## src/hw/rtl/psl_pkg.sv

```systemverilog
// ----------------------------------------------------------------------------
// psl_pkg
// Shared constants and codes of the priority sorted slot list.
// ----------------------------------------------------------------------------
`default_nettype none

package psl_pkg;

	localparam int NUM_SLOTS_DEF = 32;
	localparam int SLOT_W        = 5;
	localparam int SPRI_W        = 16;
	localparam int DPRI_W        = 2;
	localparam int KEY_W         = SPRI_W + DPRI_W;
	localparam int MAX_RESULTS   = 32;
	localparam int KW            = $clog2(MAX_RESULTS + 1);

	typedef enum logic [2:0] {
		OP_ADD        = 3'd0,
		OP_REMOVE     = 3'd1,
		OP_SET_PRIO   = 3'd2,
		OP_SET_HIDDEN = 3'd3,
		OP_SCAN       = 3'd4
	} opcode_t;

	typedef enum logic [1:0] {
		STS_OK       = 2'd0,
		STS_FULL     = 2'd1,
		STS_NOT_USED = 2'd2,
		STS_EMPTY    = 2'd3
	} status_t;

endpackage

`default_nettype wire

```

## src/hw/rtl/priority_sorted_slot_list.sv

```systemverilog
// ----------------------------------------------------------------------------
// priority_sorted_slot_list
// A pool of NUM_SLOTS slots handed out from a free-slot stack, with the live
// slots kept in a doubly linked list sorted by an 18-bit key (display priority
// over sort priority), tail holding the smallest key. Links, keys and flags
// live in one slot memory, the free stack in a second one; both have a
// registered read port. One item is worked on at a time and the slot memory's
// single read port sets the pace: hide reads and rewrites the slot, remove and
// set priority unlink it from its neighbours, add and set priority walk the list
// from the tail to find their place, and scan walks it from the tail as well,
// each result then waiting for the output register to drain. Every result
// passes through one output register.
// ----------------------------------------------------------------------------
`default_nettype none

module priority_sorted_slot_list #(
	parameter int NUM_SLOTS = psl_pkg::NUM_SLOTS_DEF
) (
	input  wire logic                        clk,
	input  wire logic                        arst_n,
	input  wire logic                        in_valid,
	output logic                             in_ready,
	input  wire logic [2:0]                  opcode,
	input  wire logic [psl_pkg::SLOT_W-1:0]  slot_id,
	input  wire logic [psl_pkg::SPRI_W-1:0]  sort_priority,
	input  wire logic [psl_pkg::DPRI_W-1:0]  display_priority,
	input  wire logic                        hidden_flag,
	output logic                             out_valid,
	input  wire logic                        out_ready,
	output logic [1:0]                       status,
	output logic [psl_pkg::SLOT_W-1:0]       result_slot,
	output logic [psl_pkg::DPRI_W-1:0]       result_display_priority,
	output logic                             last_flag
);

	localparam int IW = (NUM_SLOTS > 1) ? $clog2(NUM_SLOTS) : 1;
	localparam int LW = IW + 1;
	localparam int CW = $clog2(NUM_SLOTS + 1);
	localparam int KEY_W = psl_pkg::KEY_W;
	localparam int KW = psl_pkg::KW;
	localparam logic [LW-1:0] NIL = {1'b1, {IW{1'b0}}};
	localparam logic [6:0] NSLOT7 = 7'(NUM_SLOTS);

	typedef struct packed {
		logic [LW-1:0]    nxt;
		logic [LW-1:0]    prv;
		logic [KEY_W-1:0] key;
		logic             hid;
		logic             used;
	} rec_t;

	localparam int RW = $bits(rec_t);
	localparam rec_t REC_INIT = '{nxt: NIL, prv: NIL, key: '0, hid: 1'b0, used: 1'b0};

	typedef enum logic [13:0] {
		ST_IDLE    = 14'b00000000000001,
		ST_CHK     = 14'b00000000000010,
		ST_FS      = 14'b00000000000100,
		ST_U_N     = 14'b00000000001000,
		ST_U_WN    = 14'b00000000010000,
		ST_U_P     = 14'b00000000100000,
		ST_U_WP    = 14'b00000001000000,
		ST_RM      = 14'b00000010000000,
		ST_I_START = 14'b00000100000000,
		ST_I_WALK  = 14'b00001000000000,
		ST_I_WN    = 14'b00010000000000,
		ST_I_WS    = 14'b00100000000000,
		ST_SCAN    = 14'b01000000000000,
		ST_EMIT    = 14'b10000000000000
	} state_t;

	state_t state_q, state_d, unl_done;

	// control registers
	logic [CW-1:0] used_q;
	logic [LW-1:0] tail_q;
	logic [KW-1:0] k_q;
	logic          pend_v_q;
	logic          out_valid_q;

	// item and walk registers
	psl_pkg::opcode_t op_q;
	logic [IW-1:0]    sid_q;
	logic [psl_pkg::SPRI_W-1:0] sp_q;
	logic [psl_pkg::DPRI_W-1:0] dp_q;
	logic             hf_q;
	logic [IW-1:0]    s_q;
	logic [IW-1:0]    p_q;
	logic [LW-1:0]    nl_q;
	logic [LW-1:0]    pl_q;
	logic [KEY_W-1:0] key_q;
	logic             hid_q;
	logic [IW-1:0]    pend_slot_q;
	logic [psl_pkg::DPRI_W-1:0] pend_dp_q;
	psl_pkg::status_t res_status_q;
	logic [psl_pkg::SLOT_W-1:0] res_slot_q;
	logic [psl_pkg::DPRI_W-1:0] res_dp_q;
	psl_pkg::status_t out_status_q;
	logic [psl_pkg::SLOT_W-1:0] out_slot_q;
	logic [psl_pkg::DPRI_W-1:0] out_dp_q;
	logic             out_last_q;

	// memory ports
	logic          sm_re, sm_we, sm_written;
	logic [IW-1:0] sm_ra, sm_wa;
	rec_t          sm_wd;
	logic [RW-1:0] sm_rd_data;
	rec_t          srec;
	logic          fs_re, fs_we, fs_written;
	logic [IW-1:0] fs_ra, fs_wa, fs_wd, fs_rd_data, fs_val;

	// decisions
	psl_pkg::opcode_t op_in;
	logic [IW-1:0] sid_in_ix;
	logic          sid_in_ok, full, out_busy, lt, vis, scan_go, scan_more;
	logic [CW-1:0] um1;
	logic [KW-1:0] k_new;
	logic [LW-1:0] s_link, p_link;
	logic          out_load, out_last_d;
	psl_pkg::status_t out_status_d;
	logic [psl_pkg::SLOT_W-1:0] out_slot_d;
	logic [psl_pkg::DPRI_W-1:0] out_dp_d;

	psl_vram #(
		.WIDTH (RW),
		.DEPTH (NUM_SLOTS)
	) u_slot_mem (
		.clk        (clk),
		.arst_n     (arst_n),
		.wr_en      (sm_we),
		.wr_addr    (sm_wa),
		.wr_data    (sm_wd),
		.rd_en      (sm_re),
		.rd_addr    (sm_ra),
		.rd_data    (sm_rd_data),
		.rd_written (sm_written)
	);

	psl_vram #(
		.WIDTH (IW),
		.DEPTH (NUM_SLOTS)
	) u_free_stack (
		.clk        (clk),
		.arst_n     (arst_n),
		.wr_en      (fs_we),
		.wr_addr    (fs_wa),
		.wr_data    (fs_wd),
		.rd_en      (fs_re),
		.rd_addr    (fs_ra),
		.rd_data    (fs_rd_data),
		.rd_written (fs_written)
	);

	assign srec      = sm_written ? rec_t'(sm_rd_data) : REC_INIT;
	assign fs_val    = fs_written ? fs_rd_data : used_q[IW-1:0];
	assign op_in     = psl_pkg::opcode_t'(opcode);
	assign sid_in_ix = IW'(slot_id);
	assign sid_in_ok = {2'b00, slot_id} < NSLOT7;
	assign full      = (used_q == CW'(NUM_SLOTS));
	assign um1       = used_q - CW'(1);
	assign out_busy  = out_valid_q && !out_ready;
	assign s_link    = {1'b0, s_q};
	assign p_link    = {1'b0, p_q};
	assign lt        = key_q < srec.key;
	assign vis       = !srec.hid;
	assign k_new     = k_q + KW'(vis);
	assign scan_go   = !(vis && pend_v_q && out_busy);
	assign scan_more = !srec.prv[LW-1] && (k_new < KW'(psl_pkg::MAX_RESULTS));
	assign unl_done  = (op_q == psl_pkg::OP_REMOVE) ? ST_RM : ST_I_START;

	always_comb begin
		state_d      = state_q;
		sm_re        = 1'b0;
		sm_ra        = p_q;
		sm_we        = 1'b0;
		sm_wa        = p_q;
		sm_wd        = srec;
		fs_re        = 1'b0;
		fs_ra        = used_q[IW-1:0];
		fs_we        = 1'b0;
		fs_wa        = um1[IW-1:0];
		fs_wd        = sid_q;
		out_load     = 1'b0;
		out_last_d   = 1'b1;
		out_status_d = res_status_q;
		out_slot_d   = res_slot_q;
		out_dp_d     = res_dp_q;
		case (state_q)
			ST_IDLE: begin
				if (in_valid) begin
					case (op_in)
						psl_pkg::OP_ADD: begin
							if (!full) begin
								fs_re   = 1'b1;
								state_d = ST_FS;
							end else begin
								state_d = ST_EMIT;
							end
						end
						psl_pkg::OP_REMOVE, psl_pkg::OP_SET_PRIO,
						psl_pkg::OP_SET_HIDDEN: begin
							if (sid_in_ok) begin
								sm_re   = 1'b1;
								sm_ra   = sid_in_ix;
								state_d = ST_CHK;
							end else begin
								state_d = ST_EMIT;
							end
						end
						psl_pkg::OP_SCAN: begin
							if (!tail_q[LW-1]) begin
								sm_re   = 1'b1;
								sm_ra   = tail_q[IW-1:0];
								state_d = ST_SCAN;
							end else begin
								state_d = ST_EMIT;
							end
						end
						default: begin
							state_d = ST_IDLE;
						end
					endcase
				end
			end
			ST_CHK: begin
				if (!srec.used) begin
					state_d = ST_EMIT;
				end else if (op_q == psl_pkg::OP_SET_HIDDEN) begin
					sm_we     = 1'b1;
					sm_wa     = sid_q;
					sm_wd.hid = hf_q;
					state_d   = ST_EMIT;
				end else begin
					state_d = ST_U_N;
				end
			end
			ST_U_N: begin
				if (!nl_q[LW-1]) begin
					sm_re   = 1'b1;
					sm_ra   = nl_q[IW-1:0];
					state_d = ST_U_WN;
				end else begin
					state_d = ST_U_P;
				end
			end
			ST_U_WN: begin
				sm_we     = 1'b1;
				sm_wa     = nl_q[IW-1:0];
				sm_wd.prv = pl_q;
				state_d   = ST_U_P;
			end
			ST_U_P: begin
				if (!pl_q[LW-1]) begin
					sm_re   = 1'b1;
					sm_ra   = pl_q[IW-1:0];
					state_d = ST_U_WP;
				end else begin
					state_d = unl_done;
				end
			end
			ST_U_WP: begin
				sm_we     = 1'b1;
				sm_wa     = pl_q[IW-1:0];
				sm_wd.nxt = nl_q;
				state_d   = unl_done;
			end
			ST_RM: begin
				sm_we   = 1'b1;
				sm_wa   = sid_q;
				sm_wd   = REC_INIT;
				fs_we   = 1'b1;
				state_d = ST_EMIT;
			end
			ST_FS: begin
				state_d = ST_I_START;
			end
			ST_I_START: begin
				if (!tail_q[LW-1]) begin
					sm_re   = 1'b1;
					sm_ra   = tail_q[IW-1:0];
					state_d = ST_I_WALK;
				end else begin
					state_d = ST_I_WS;
				end
			end
			ST_I_WALK: begin
				if (lt) begin
					sm_we     = 1'b1;
					sm_wd.nxt = s_link;
					if (!srec.nxt[LW-1]) begin
						sm_re   = 1'b1;
						sm_ra   = srec.nxt[IW-1:0];
						state_d = ST_I_WN;
					end else begin
						state_d = ST_I_WS;
					end
				end else if (srec.prv[LW-1]) begin
					sm_we     = 1'b1;
					sm_wd.prv = s_link;
					state_d   = ST_I_WS;
				end else begin
					sm_re = 1'b1;
					sm_ra = srec.prv[IW-1:0];
				end
			end
			ST_I_WN: begin
				sm_we     = 1'b1;
				sm_wa     = nl_q[IW-1:0];
				sm_wd.prv = s_link;
				state_d   = ST_I_WS;
			end
			ST_I_WS: begin
				sm_we   = 1'b1;
				sm_wa   = s_q;
				sm_wd   = '{nxt: nl_q, prv: pl_q, key: key_q, hid: hid_q, used: 1'b1};
				state_d = ST_EMIT;
			end
			ST_SCAN: begin
				if (scan_go) begin
					if (vis && pend_v_q) begin
						out_load     = 1'b1;
						out_last_d   = 1'b0;
						out_status_d = psl_pkg::STS_OK;
						out_slot_d   = psl_pkg::SLOT_W'(pend_slot_q);
						out_dp_d     = pend_dp_q;
					end
					if (scan_more) begin
						sm_re = 1'b1;
						sm_ra = srec.prv[IW-1:0];
					end else begin
						state_d = ST_EMIT;
					end
				end
			end
			ST_EMIT: begin
				if (!out_busy) begin
					out_load = 1'b1;
					state_d  = ST_IDLE;
				end
			end
			default: begin
				state_d = ST_IDLE;
			end
		endcase
	end

	always_ff @(posedge clk or negedge arst_n) begin
		if (!arst_n) begin
			state_q     <= ST_IDLE;
			used_q      <= '0;
			tail_q      <= NIL;
			k_q         <= '0;
			pend_v_q    <= 1'b0;
			out_valid_q <= 1'b0;
		end else begin
			state_q <= state_d;
			if (out_load) begin
				out_valid_q <= 1'b1;
			end else if (out_ready) begin
				out_valid_q <= 1'b0;
			end
			case (state_q)
				ST_IDLE: begin
					k_q      <= '0;
					pend_v_q <= 1'b0;
				end
				ST_FS: begin
					used_q <= used_q + CW'(1);
				end
				ST_RM: begin
					used_q <= um1;
				end
				ST_U_N: begin
					if (nl_q[LW-1]) begin
						tail_q <= pl_q;
					end
				end
				ST_I_START: begin
					if (tail_q[LW-1]) begin
						tail_q <= s_link;
					end
				end
				ST_I_WALK: begin
					if (lt && tail_q == p_link) begin
						tail_q <= s_link;
					end
				end
				ST_SCAN: begin
					if (scan_go) begin
						k_q <= k_new;
						if (vis) begin
							pend_v_q <= 1'b1;
						end
					end
				end
				default: begin
					k_q <= k_q;
				end
			endcase
		end
	end

	always_ff @(posedge clk) begin
		if (out_load) begin
			out_status_q <= out_status_d;
			out_slot_q   <= out_slot_d;
			out_dp_q     <= out_dp_d;
			out_last_q   <= out_last_d;
		end
		case (state_q)
			ST_IDLE: begin
				if (in_valid) begin
					op_q       <= op_in;
					sid_q      <= sid_in_ix;
					sp_q       <= sort_priority;
					dp_q       <= display_priority;
					hf_q       <= hidden_flag;
					p_q        <= tail_q[IW-1:0];
					res_slot_q <= '0;
					res_dp_q   <= '0;
					if (op_in == psl_pkg::OP_ADD && full) begin
						res_status_q <= psl_pkg::STS_FULL;
					end else if ((op_in == psl_pkg::OP_REMOVE ||
						op_in == psl_pkg::OP_SET_PRIO ||
						op_in == psl_pkg::OP_SET_HIDDEN) && !sid_in_ok) begin
						res_status_q <= psl_pkg::STS_NOT_USED;
					end else if (op_in == psl_pkg::OP_SCAN && tail_q[LW-1]) begin
						res_status_q <= psl_pkg::STS_EMPTY;
					end else begin
						res_status_q <= psl_pkg::STS_OK;
					end
				end
			end
			ST_CHK: begin
				if (!srec.used) begin
					res_status_q <= psl_pkg::STS_NOT_USED;
				end
				nl_q  <= srec.nxt;
				pl_q  <= srec.prv;
				key_q <= {srec.key[KEY_W-1:psl_pkg::SPRI_W], sp_q};
				hid_q <= srec.hid;
				s_q   <= sid_q;
			end
			ST_FS: begin
				s_q        <= fs_val;
				key_q      <= {dp_q, sp_q};
				hid_q      <= 1'b0;
				res_slot_q <= psl_pkg::SLOT_W'(fs_val);
			end
			ST_I_START: begin
				if (tail_q[LW-1]) begin
					nl_q <= NIL;
					pl_q <= NIL;
				end else begin
					p_q <= tail_q[IW-1:0];
				end
			end
			ST_I_WALK: begin
				if (lt) begin
					nl_q <= srec.nxt;
					pl_q <= p_link;
				end else if (srec.prv[LW-1]) begin
					nl_q <= p_link;
					pl_q <= NIL;
				end else begin
					p_q <= srec.prv[IW-1:0];
				end
			end
			ST_SCAN: begin
				if (scan_go) begin
					if (vis) begin
						pend_slot_q <= p_q;
						pend_dp_q   <= srec.key[KEY_W-1:psl_pkg::SPRI_W];
					end
					if (scan_more) begin
						p_q <= srec.prv[IW-1:0];
					end else begin
						res_status_q <= (vis || pend_v_q) ? psl_pkg::STS_OK
							: psl_pkg::STS_EMPTY;
						res_slot_q <= vis ? psl_pkg::SLOT_W'(p_q)
							: pend_v_q ? psl_pkg::SLOT_W'(pend_slot_q) : '0;
						res_dp_q <= vis ? srec.key[KEY_W-1:psl_pkg::SPRI_W]
							: pend_v_q ? pend_dp_q : '0;
					end
				end
			end
			default: begin
				p_q <= p_q;
			end
		endcase
	end

	assign in_ready                = (state_q == ST_IDLE);
	assign out_valid               = out_valid_q;
	assign status                  = out_status_q;
	assign result_slot             = out_slot_q;
	assign result_display_priority = out_dp_q;
	assign last_flag               = out_last_q;

	a_walk_live: assert property (@(posedge clk) disable iff (!arst_n)
		(state_q == ST_I_WALK) |-> srec.used)
		else $error("insertion walk reached a free slot");

	a_scan_live: assert property (@(posedge clk) disable iff (!arst_n)
		(state_q == ST_SCAN) |-> srec.used)
		else $error("scan reached a free slot");

	a_tail_count: assert property (@(posedge clk) disable iff (!arst_n)
		(state_q == ST_IDLE) |-> (tail_q[LW-1] == (used_q == '0)))
		else $error("tail and used count disagree");

	a_scan_bound: assert property (@(posedge clk) disable iff (!arst_n)
		(state_q == ST_SCAN) |-> (k_q < KW'(psl_pkg::MAX_RESULTS)))
		else $error("scan ran past its result limit");

	a_used_bound: assert property (@(posedge clk) disable iff (!arst_n)
		(state_q == ST_FS) |-> (used_q < CW'(NUM_SLOTS)))
		else $error("slot taken from an empty free stack");

endmodule

`default_nettype wire

```

## src/hw/rtl/psl_ram.sv

```systemverilog
// ----------------------------------------------------------------------------
// psl_ram
// Generic simple dual-port RAM, one write and one registered read port.
// ----------------------------------------------------------------------------
`default_nettype none

module psl_ram #(
	parameter int WIDTH = 8,
	parameter int DEPTH = 32,
	localparam int AW = (DEPTH > 1) ? $clog2(DEPTH) : 1
) (
	input  wire logic             clk,
	input  wire logic             wr_en,
	input  wire logic [AW-1:0]    wr_addr,
	input  wire logic [WIDTH-1:0] wr_data,
	input  wire logic             rd_en,
	input  wire logic [AW-1:0]    rd_addr,
	output logic      [WIDTH-1:0] rd_data
);

	logic [WIDTH-1:0] mem [DEPTH];

	always_ff @(posedge clk) begin
		if (wr_en) begin
			mem[wr_addr] <= wr_data;
		end
		if (rd_en) begin
			rd_data <= mem[rd_addr];
		end
	end

endmodule

`default_nettype wire

```

## src/hw/rtl/psl_vram.sv

```systemverilog
// ----------------------------------------------------------------------------
// psl_vram
// RAM with a written bit per entry, returned with each read, so that the user can
// treat unwritten entries as their reset value without a clearing pass.
// ----------------------------------------------------------------------------
`default_nettype none

module psl_vram #(
	parameter int WIDTH = 8,
	parameter int DEPTH = 32,
	localparam int AW = (DEPTH > 1) ? $clog2(DEPTH) : 1
) (
	input  wire logic             clk,
	input  wire logic             arst_n,
	input  wire logic             wr_en,
	input  wire logic [AW-1:0]    wr_addr,
	input  wire logic [WIDTH-1:0] wr_data,
	input  wire logic             rd_en,
	input  wire logic [AW-1:0]    rd_addr,
	output logic      [WIDTH-1:0] rd_data,
	output logic                  rd_written
);

	logic [DEPTH-1:0] written_q;
	logic             rd_written_q;

	psl_ram #(
		.WIDTH (WIDTH),
		.DEPTH (DEPTH)
	) u_ram (
		.clk     (clk),
		.wr_en   (wr_en),
		.wr_addr (wr_addr),
		.wr_data (wr_data),
		.rd_en   (rd_en),
		.rd_addr (rd_addr),
		.rd_data (rd_data)
	);

	always_ff @(posedge clk or negedge arst_n) begin
		if (!arst_n) begin
			written_q    <= '0;
			rd_written_q <= 1'b0;
		end else begin
			if (rd_en) begin
				rd_written_q <= written_q[rd_addr];
			end
			if (wr_en) begin
				written_q[wr_addr] <= 1'b1;
			end
		end
	end

	assign rd_written = rd_written_q;

endmodule

`default_nettype wire
```

## config.mk

```make
export PLATFORM = sky130hd
export DESIGN_NAME = priority_sorted_slot_list
export DESIGN_NICKNAME = d
export VERILOG_FILES = /design/src/hw/rtl/psl_pkg.sv /design/src/hw/rtl/priority_sorted_slot_list.sv /design/src/hw/rtl/psl_ram.sv /design/src/hw/rtl/psl_vram.sv
export SDC_FILE = /design/constraint.sdc
export NUM_CORES = 2
export LEC_CHECK = 0
export BUFFER_PORTS_ARGS = -buffer_cell sky130_fd_sc_hd__buf_2
export CORE_UTILIZATION = 50
export CTS_CLUSTER_SIZE = 30
export DETAILED_ROUTE_END_ITERATION = 12
export HOLD_SLACK_MARGIN = 0.1
export PLACE_DENSITY = 0.69
export SLEW_MARGIN = 20
export SYNTH_ARGS = -nofsm -noshare
export SYNTH_HDL_FRONTEND = slang
export SYNTH_SLANG_ARGS = --single-unit
```

## constraint.sdc

```tcl
create_clock -name clk -period 5.5 [get_ports clk]
set_input_delay 1.1 -clock clk [delete_from_list [all_inputs] [get_ports clk]]
set_output_delay 1.1 -clock clk [all_outputs]
set_load 0.1 [all_outputs]
```

After elaboration in Yosys (flattened, before gate mapping)
Memories as Yosys holds them, arrays and structs flattened. A register that Yosys moved wholly into a read port is not among the register bits.
Cells that the tools add are included.
Operators by class
  add/sub/neg operators: 3
  $lt $le $gt $ge: 8
  equality and inequality tests: 33
  multiplexer cells: 135
  bitwise logic cells: 5
  reductions and logical operators: 42
Operators by type and width (count)
  one-hot mux 14 bit (13 select lines): 1
  two-way mux 14 bit: 10
  two-way mux 5 bit: 24
  one-hot mux 18 bit (2 select lines): 2
  one-hot mux 6 bit (3 select lines): 4
  two-way mux 6 bit: 11
  bitwise OR 32 bit: 2
  one-hot mux 14 bit (3 select lines): 1
  two-way mux 1 bit: 36
  two-way mux 2 bit: 18
  two-way mux 32 bit: 1
  one-hot mux 5 bit (6 select lines): 1
  one-hot mux 5 bit (5 select lines): 1
  less-than comparator 5 x 6 -> 1 bit (second input constant): 4
  two-way mux 12 bit: 2
  one-hot mux 6 bit (2 select lines): 2
  one-hot mux 6 bit (4 select lines): 1
  != test 2 bit (second input constant): 10
  one-hot mux 5 bit (2 select lines): 2
  one-hot mux 5 bit (4 select lines): 1
  less-than comparator 18 bit: 1
  two-way mux 9 bit: 2
  one-hot mux 5 bit (3 select lines): 1
  AND reduction 3 bit: 5
  46 further kinds: 83
Storage, ports and cells
  flip-flop bits (word level): 194
  bits in writable memories: 1184
  bits of input ports: 31
  output and inout port bits: 12
  logic and storage cells: 259
  memories: 2
Memories
  u_slot_mem.u_ram.mem: depth 32, bits a word 32, rd ports 1, clocked after memory_dff 1, wr ports 1, RTL line psl_ram.sv:21  | logic [WIDTH-1:0] mem [DEPTH];
  u_free_stack.u_ram.mem: depth 32, bits a word 5, rd ports 1, clocked after memory_dff 1, wr ports 1, RTL line psl_ram.sv:21

Depth between registers and ports, before layout
  depth after elaboration: 10
  depth in mapped cells: 20

Cells and area by module
Synthesis repeated with hierarchy kept, for this count alone.
Unflattened totals
  cell total of the unflattened synthesis: 3543
  area total of the unflattened synthesis: 57938.1 um^2
Modules (own cells, without submodules)
  psl_ram at u_slot_mem.u_ram: instances 1, cells an instance 2260, area an instance 40812.9 um^2
  priority_sorted_slot_list: instances 1, cells an instance 754, area an instance 7689.9 um^2
  psl_ram at u_free_stack.u_ram: instances 1, cells an instance 277, area an instance 6394.9 um^2
  psl_vram: instances 2, cells an instance 126, area an instance 1520.2 um^2

Worst setup path before layout
OpenSTA, ideal clock, no wires.
  path type: register -> register
  start point: register u_slot_mem.rd_written_q (netlist: u_slot_mem.rd_written)
  end point: memory u_slot_mem.u_ram.mem[27][0] (netlist bit), enable pin
  data arrival time: 4.803 ns
  path slack: 0.275 ns
  cell stages (with the launch flop): 16
  path buffers: 5
  period minus slack after synthesis: 5.225 ns
  path through: dfrtp_1 -> clkbuf_1 -> clkbuf_1 -> buf_1 -> buf_1 -> nand2_1 -> ha_1 -> a21oi_1 -> o21ai_0 -> a211o_1 -> nor3_1 -> o21ai_0 -> a21boi_0 -> nand2b_1 -> clkbuf_1 -> nor2_1
Between the ends
  cells in the longest elaborated chain, start to end: 6
  elaborated cells on any way between the ends: 10
  classes of those cells: order compare (1); mux (9)
RTL lines
  from (decl): RTL line psl_vram.sv:25  | logic rd_written_q;
  from (signal assigned): RTL line psl_vram.sv:46  | rd_written_q <= written_q[rd_addr];
  two-way mux 32 bit (*): RTL line priority_sorted_slot_list.sv:154  | assign srec = sm_written ? rec_t'(sm_rd_data) : REC_INIT;
  less-than comparator 18 bit / two-way mux 1 bit (equally long branches): RTL line priority_sorted_slot_list.sv:164, priority_sorted_slot_list.sv:297
  two-way mux 1 bit: RTL line priority_sorted_slot_list.sv:287  | if (lt) begin
  one-hot mux 1 bit (3 select lines): RTL line priority_sorted_slot_list.sv:188  | case (state_q)
  two-way mux 1 bit: RTL line psl_ram.sv:24  | if (wr_en) begin
  two-way mux 1 bit (implied by the code): RTL line psl_ram.sv:25  | mem[wr_addr] <= wr_data;
  to (decl): RTL line psl_ram.sv:21
Mark *: on every way between the ends. The rest lies on a longest branch, timed or not.

Worst setup path after layout
  start point: register u_slot_mem.rd_written_q (netlist: u_slot_mem.rd_written)
  end point: register u_slot_mem.u_ram.rd_data[15], read port of u_slot_mem.u_ram.mem, data pin
Between the ends
  cells in the longest elaborated chain, start to end: 8
  elaborated cells on any way between the ends: 21
  classes of those cells: add/sub (1); order compare (2); mux (13); reduce/logical (5)
RTL lines
  two-way mux 32 bit (*): RTL line priority_sorted_slot_list.sv:154
  logical NOT 1 bit: RTL line priority_sorted_slot_list.sv:165  | assign vis = !srec.hid;
  adder 6 x 1 -> 6 bit: RTL line priority_sorted_slot_list.sv:166  | assign k_new = k_q + KW'(vis);
  less-than comparator 6 bit: RTL line priority_sorted_slot_list.sv:168  | assign scan_more = !srec.prv[LW-1] && (k_new < KW'(psl_pkg::MAX_RESULTS));
  logical AND 1 bit: RTL line priority_sorted_slot_list.sv:168
  two-way mux 5 bit / two-way mux 1 bit (equally long branches): RTL line priority_sorted_slot_list.sv:327  | if (scan_more) begin
  two-way mux 5 bit / two-way mux 1 bit (equally long branches): RTL line priority_sorted_slot_list.sv:319  | if (scan_go) begin
  one-hot mux 5 bit (6 select lines) / one-hot mux 1 bit (6 select lines) (equally long branches): RTL line priority_sorted_slot_list.sv:188
  to (decl): RTL line psl_ram.sv:18  | output logic [WIDTH-1:0] rd_data
Marked as above.
A chain may end at the register's enable or synchronous reset.

==> results.sh <==
export IMPL_hp_class="register to register"
export IMPL_power_share_sequential_pct=34.1
export IMPL_path_clk_slew_ps=60
export IMPL_tightest_slew_ps=1220
export IMPL_htreeDepth=4
export IMPL_finalMaxSlewViolations=0
export IMPL_async_flop_share_pct=7.07
export IMPL_layout_commonest_cell="nand2_1"
export IMPL_die_area_um2=118000
export IMPL_p_leak_nw=23.8
export IMPL_cts_tree="yes"
export IMPL_crit_slowest_cell="dfrtp_2"
export IMPL_clkPwrFrac_pct=23.2
export IMPL_post_route_period_util_pct=94.4
export IMPL_syn_to_final_growth_pct=13.1
export IMPL_rsz0062_at_grt="no"
export IMPL_root_buffer="clkbuf_16"
export IMPL_busiest_layer="met2"
export IMPL_ctsHoldBuffers=0
export IMPL_grt_overflow=0
export IMPL_synth_edf_count=1315
export IMPL_grt_use_total_pct=26.2
export IMPL_cts_resized=0
export IMPL_mostFrequentLayoutCells="nand2_1 (1392), edfxtp_1 (1315), nand3_1 (273)"
export IMPL_grt_max_degree=123
export IMPL_dieWidth_um=344
export IMPL_cp_startpoint="u_slot_mem.rd_written"
export IMPL_period_needed_ps=5190
export IMPL_maxCapViolCount=0
export IMPL_core_area_um2=115000
export IMPL_crit_buf_inv=3
export IMPL_die_h_um=344
export IMPL_r2r_start="u_slot_mem.rd_written"
export IMPL_met1_usage_pct=38.2
export IMPL_timing_final_ws_setup_ps=311
export IMPL_synth_distinct_cells=82
export IMPL_synth_top_family_by_area="simple AND/OR/NAND/NOR gates"
export IMPL_cts_buffers=145
export IMPL_switching_share_pct=40.3
export IMPL_ys_ff_latch=1415
export IMPL_finalSetupViolCount=0
export IMPL_synth_fa_ha_area_share_pct=0.536
export IMPL_crit_family="compound AO/OA/AOI/OAI gates"
export IMPL_cp_end_kind="register"
export IMPL_clock_path_buffers=3
export IMPL_seqCellArea_um2=42000
export IMPL_drc_errors=0
export IMPL_p_comb_share_pct=42.7
export IMPL_synth_top_area_share_pct=67.6
export IMPL_first_pass_iters=8
export IMPL_gp_congestion=0.948
export IMPL_cellPowerDensity_nw_per_um2=609
export IMPL_relSlewSlack_pct=18.7
export IMPL_netlist_top_cells_area="edfxtp_1 (68%), nand2_1 (9.0%), dfrtp_1 (4.2%), o211ai_1 (3.4%), nand3_1 (2.3%)"
export IMPL_yosys_warnings=0
export IMPL_use_met3_pct=5.15
export IMPL_cp_cell_sequence="nand2_1 > ha_1 > a21oi_1 > a21boi_0 > a2111oi_0 > nand3_1 > buf_4 > o211a_1 > a31oi_4 > buf_12 > buf_4 > nand2_1 > nand3_1 > o211ai_1 > o211ai_1 > and4_1"
export IMPL_tns_ps=0
export IMPL_power_internal_w=0.0240
export IMPL_worstHoldStart="sp_q[9]"
export IMPL_wl_per_cell_um=25.1
export IMPL_max_freq_mhz=193
export IMPL_synth_top_area_cell="edfxtp_1"
export IMPL_status="completed"
export IMPL_gr_usage_met2_pct=40.0
export IMPL_num_vias=37500
export IMPL_path_max_fanout=45
export IMPL_nFillCells=8811
export IMPL_ios=43
export IMPL_preCtsSetupSlack_ps=248
export IMPL_crit_required_ps=6030
export IMPL_syn_area_um2=58400
export IMPL_synth_xor_area_share_pct=0.195
export IMPL_yosys_area_share_simple_pct=14.8
export IMPL_multi_input_area_um2=15400
export IMPL_critPathKind="register to register"
export IMPL_drive_above_1_share_pct=13.0
export IMPL_wl_mm=155
export IMPL_io_buffers=42
export IMPL_start_kind="register"
export IMPL_worstSkewPairLatency_ps=760
export IMPL_ys_seq_area_share_pct=71.9
export IMPL_cts_sinks=1415
export IMPL_synth_nets=4534
export IMPL_antenna_found_initial=2
export IMPL_cts_setup_buffers=0
export IMPL_synthMuxAreaShare_pct=3.26
export IMPL_dp_final_hpwl_mm=88.8
export IMPL_grt_pass1_wl_mm=229
export IMPL_ant_nets=0
export IMPL_rows=124
export IMPL_ys_flop_type="edfxtp_1"
export IMPL_crit_arrival_ps=5720
export IMPL_worst_path_largest_cell_delay_ps=650
export IMPL_viasPerCell=6.07
export IMPL_p_switching_w=0.0162
export IMPL_finalHoldViolCount=0
export IMPL_layout_nets=4616
export IMPL_first_global_vias=35100
export IMPL_fin_skew_ps=25.8
export IMPL_synth_compound_area_share_pct=7.08
export IMPL_start_util_pct=50.8
export IMPL_vdd_drop_max_mv=0.705
export IMPL_first_iter_violations=5297
export IMPL_synth_cells=4478
export IMPL_avgSynthCellArea_um2=13.0
## registers in the layout, indices dropped and copies added (netlist names), 6 cells and up
name                      flops
u_slot_mem.u_ram.rd_data     32
key_q                        18
tail_q                        6
k_q                           6
used_q                        6
u_free_stack.u_ram.mem      160
pl_q                          6
u_slot_mem.u_ram.mem       1024
u_free_stack.written_q       32
sp_q                         16
u_slot_mem.written_q         32
nl_q                          6
state_q                      14
## worst register-to-register path: cells and delay by family, from the launching register on
kind / cells / cell delay (ps)
fa+ha+maj: 1 / 380
flops: 1 / 650
simple gates: 5 / 1140
buf+inv: 3 / 990
compound gates: 7 / 1810
## area by class of cell
cell class,instances,share of cell area [%]
Sequential cell,1415,63.6
Multi-Input combinational cell,2761,23.4
Clock buffer,197,5.96
Timing Repair Buffer,215,3.23
Tap cell,1512,2.87
Clock inverter,59,0.775
Inverter,22,0.125
Antenna cell,2,0.00758
## stage by stage
step / utilization [%] / hold WS (ps) / cells / instance area [µm²] / power, W
6_report: 57.4 / 429 / 6183 / 66000 / 0.0402
4_1_cts: 57.4 / 430 / 6180 / 66000 / 0.0402
5_1_grt: 57.4 / 426 / 6181 / 66000 / 0.0423
2_1_floorplan: - / 400 / 4478 / 58400 / 0.0252
3_3_place_gp: 53.5 / 403 / 5921 / 61500 / 0.0306
3_5_place_dp: 53.5 / 405 / 5924 / 61500 / 0.0309
## path summary, 6_finish.rpt
kind                                                endpoint  slack [ps]  cells past startpoint
min in group asynchronous                             k_q[4]         520                      1
worst min register to register                      key_q[9]         430                      0
worst min-delay path                                key_q[9]         430                      0
max in group asynchronous                          used_q[0]        3800                      2
worst max-delay path            u_slot_mem.u_ram.rd_data[15]         310                     16
worst max register to register  u_slot_mem.u_ram.rd_data[15]         310                     16
## Yosys cell counts (5+ instances only)
library cell and count:
nand2_1 1392, edfxtp_1 1315, nand3_1 273, o211ai_1 265, clkbuf_1 181, o21ai_0 152
nor2_1 115, dfrtp_1 98, or2_2 67, buf_2 65, mux4_2 60, mux2i_1 43
and4_1 36, a21oi_1 34, ha_1 25, nor3_1 25, buf_1 22, a32o_1 21
inv_1 21, nor2b_1 19, nand4_1 16, o22ai_1 14, and2_1 13, and3_1 12
a22o_1 11, mux2_2 11, nand2b_1 11, a22oi_1 10, buf_4 9, o21ai_1 9
a222oi_1 8, xor2_1 8, a21o_1 6, a221o_1 6, o31ai_1 6, or4_1 5
xnor2_1 5
## metal layers
layer / vias up / part of all wire [%]
met5: - / 0
met4: 0 / 3.0
met3: 308 / 11
met2: 2092 / 46
met1: 18500 / 40
li1: 16600 / -
## power groups by stage
stage | combinational, W | sequential (W) | clock [W]
floorplan | 0.0117 | 0.0136 | 0
global placement | 0.0167 | 0.0139 | 0
detailed placement | 0.0170 | 0.0139 | 0
CTS | 0.0170 | 0.0137 | 0.00944
global route | 0.0188 | 0.0137 | 0.00982
finish | 0.0171 | 0.0137 | 0.00933
## logic make-up after synthesis
| group | after synthesis |
|---|---|
| AO/OA/AOI/OAI | 592 |
| XOR/XNOR | 13 |
| flip-flops | 1415 |
| multiplexers | 114 |
| buffers and inverters | 302 |
| AND/OR/NAND/NOR | 2017 |
| adder cells (fa/ha/maj) | 25 |
Note: power is estimated with default switching activity, not from simulation.
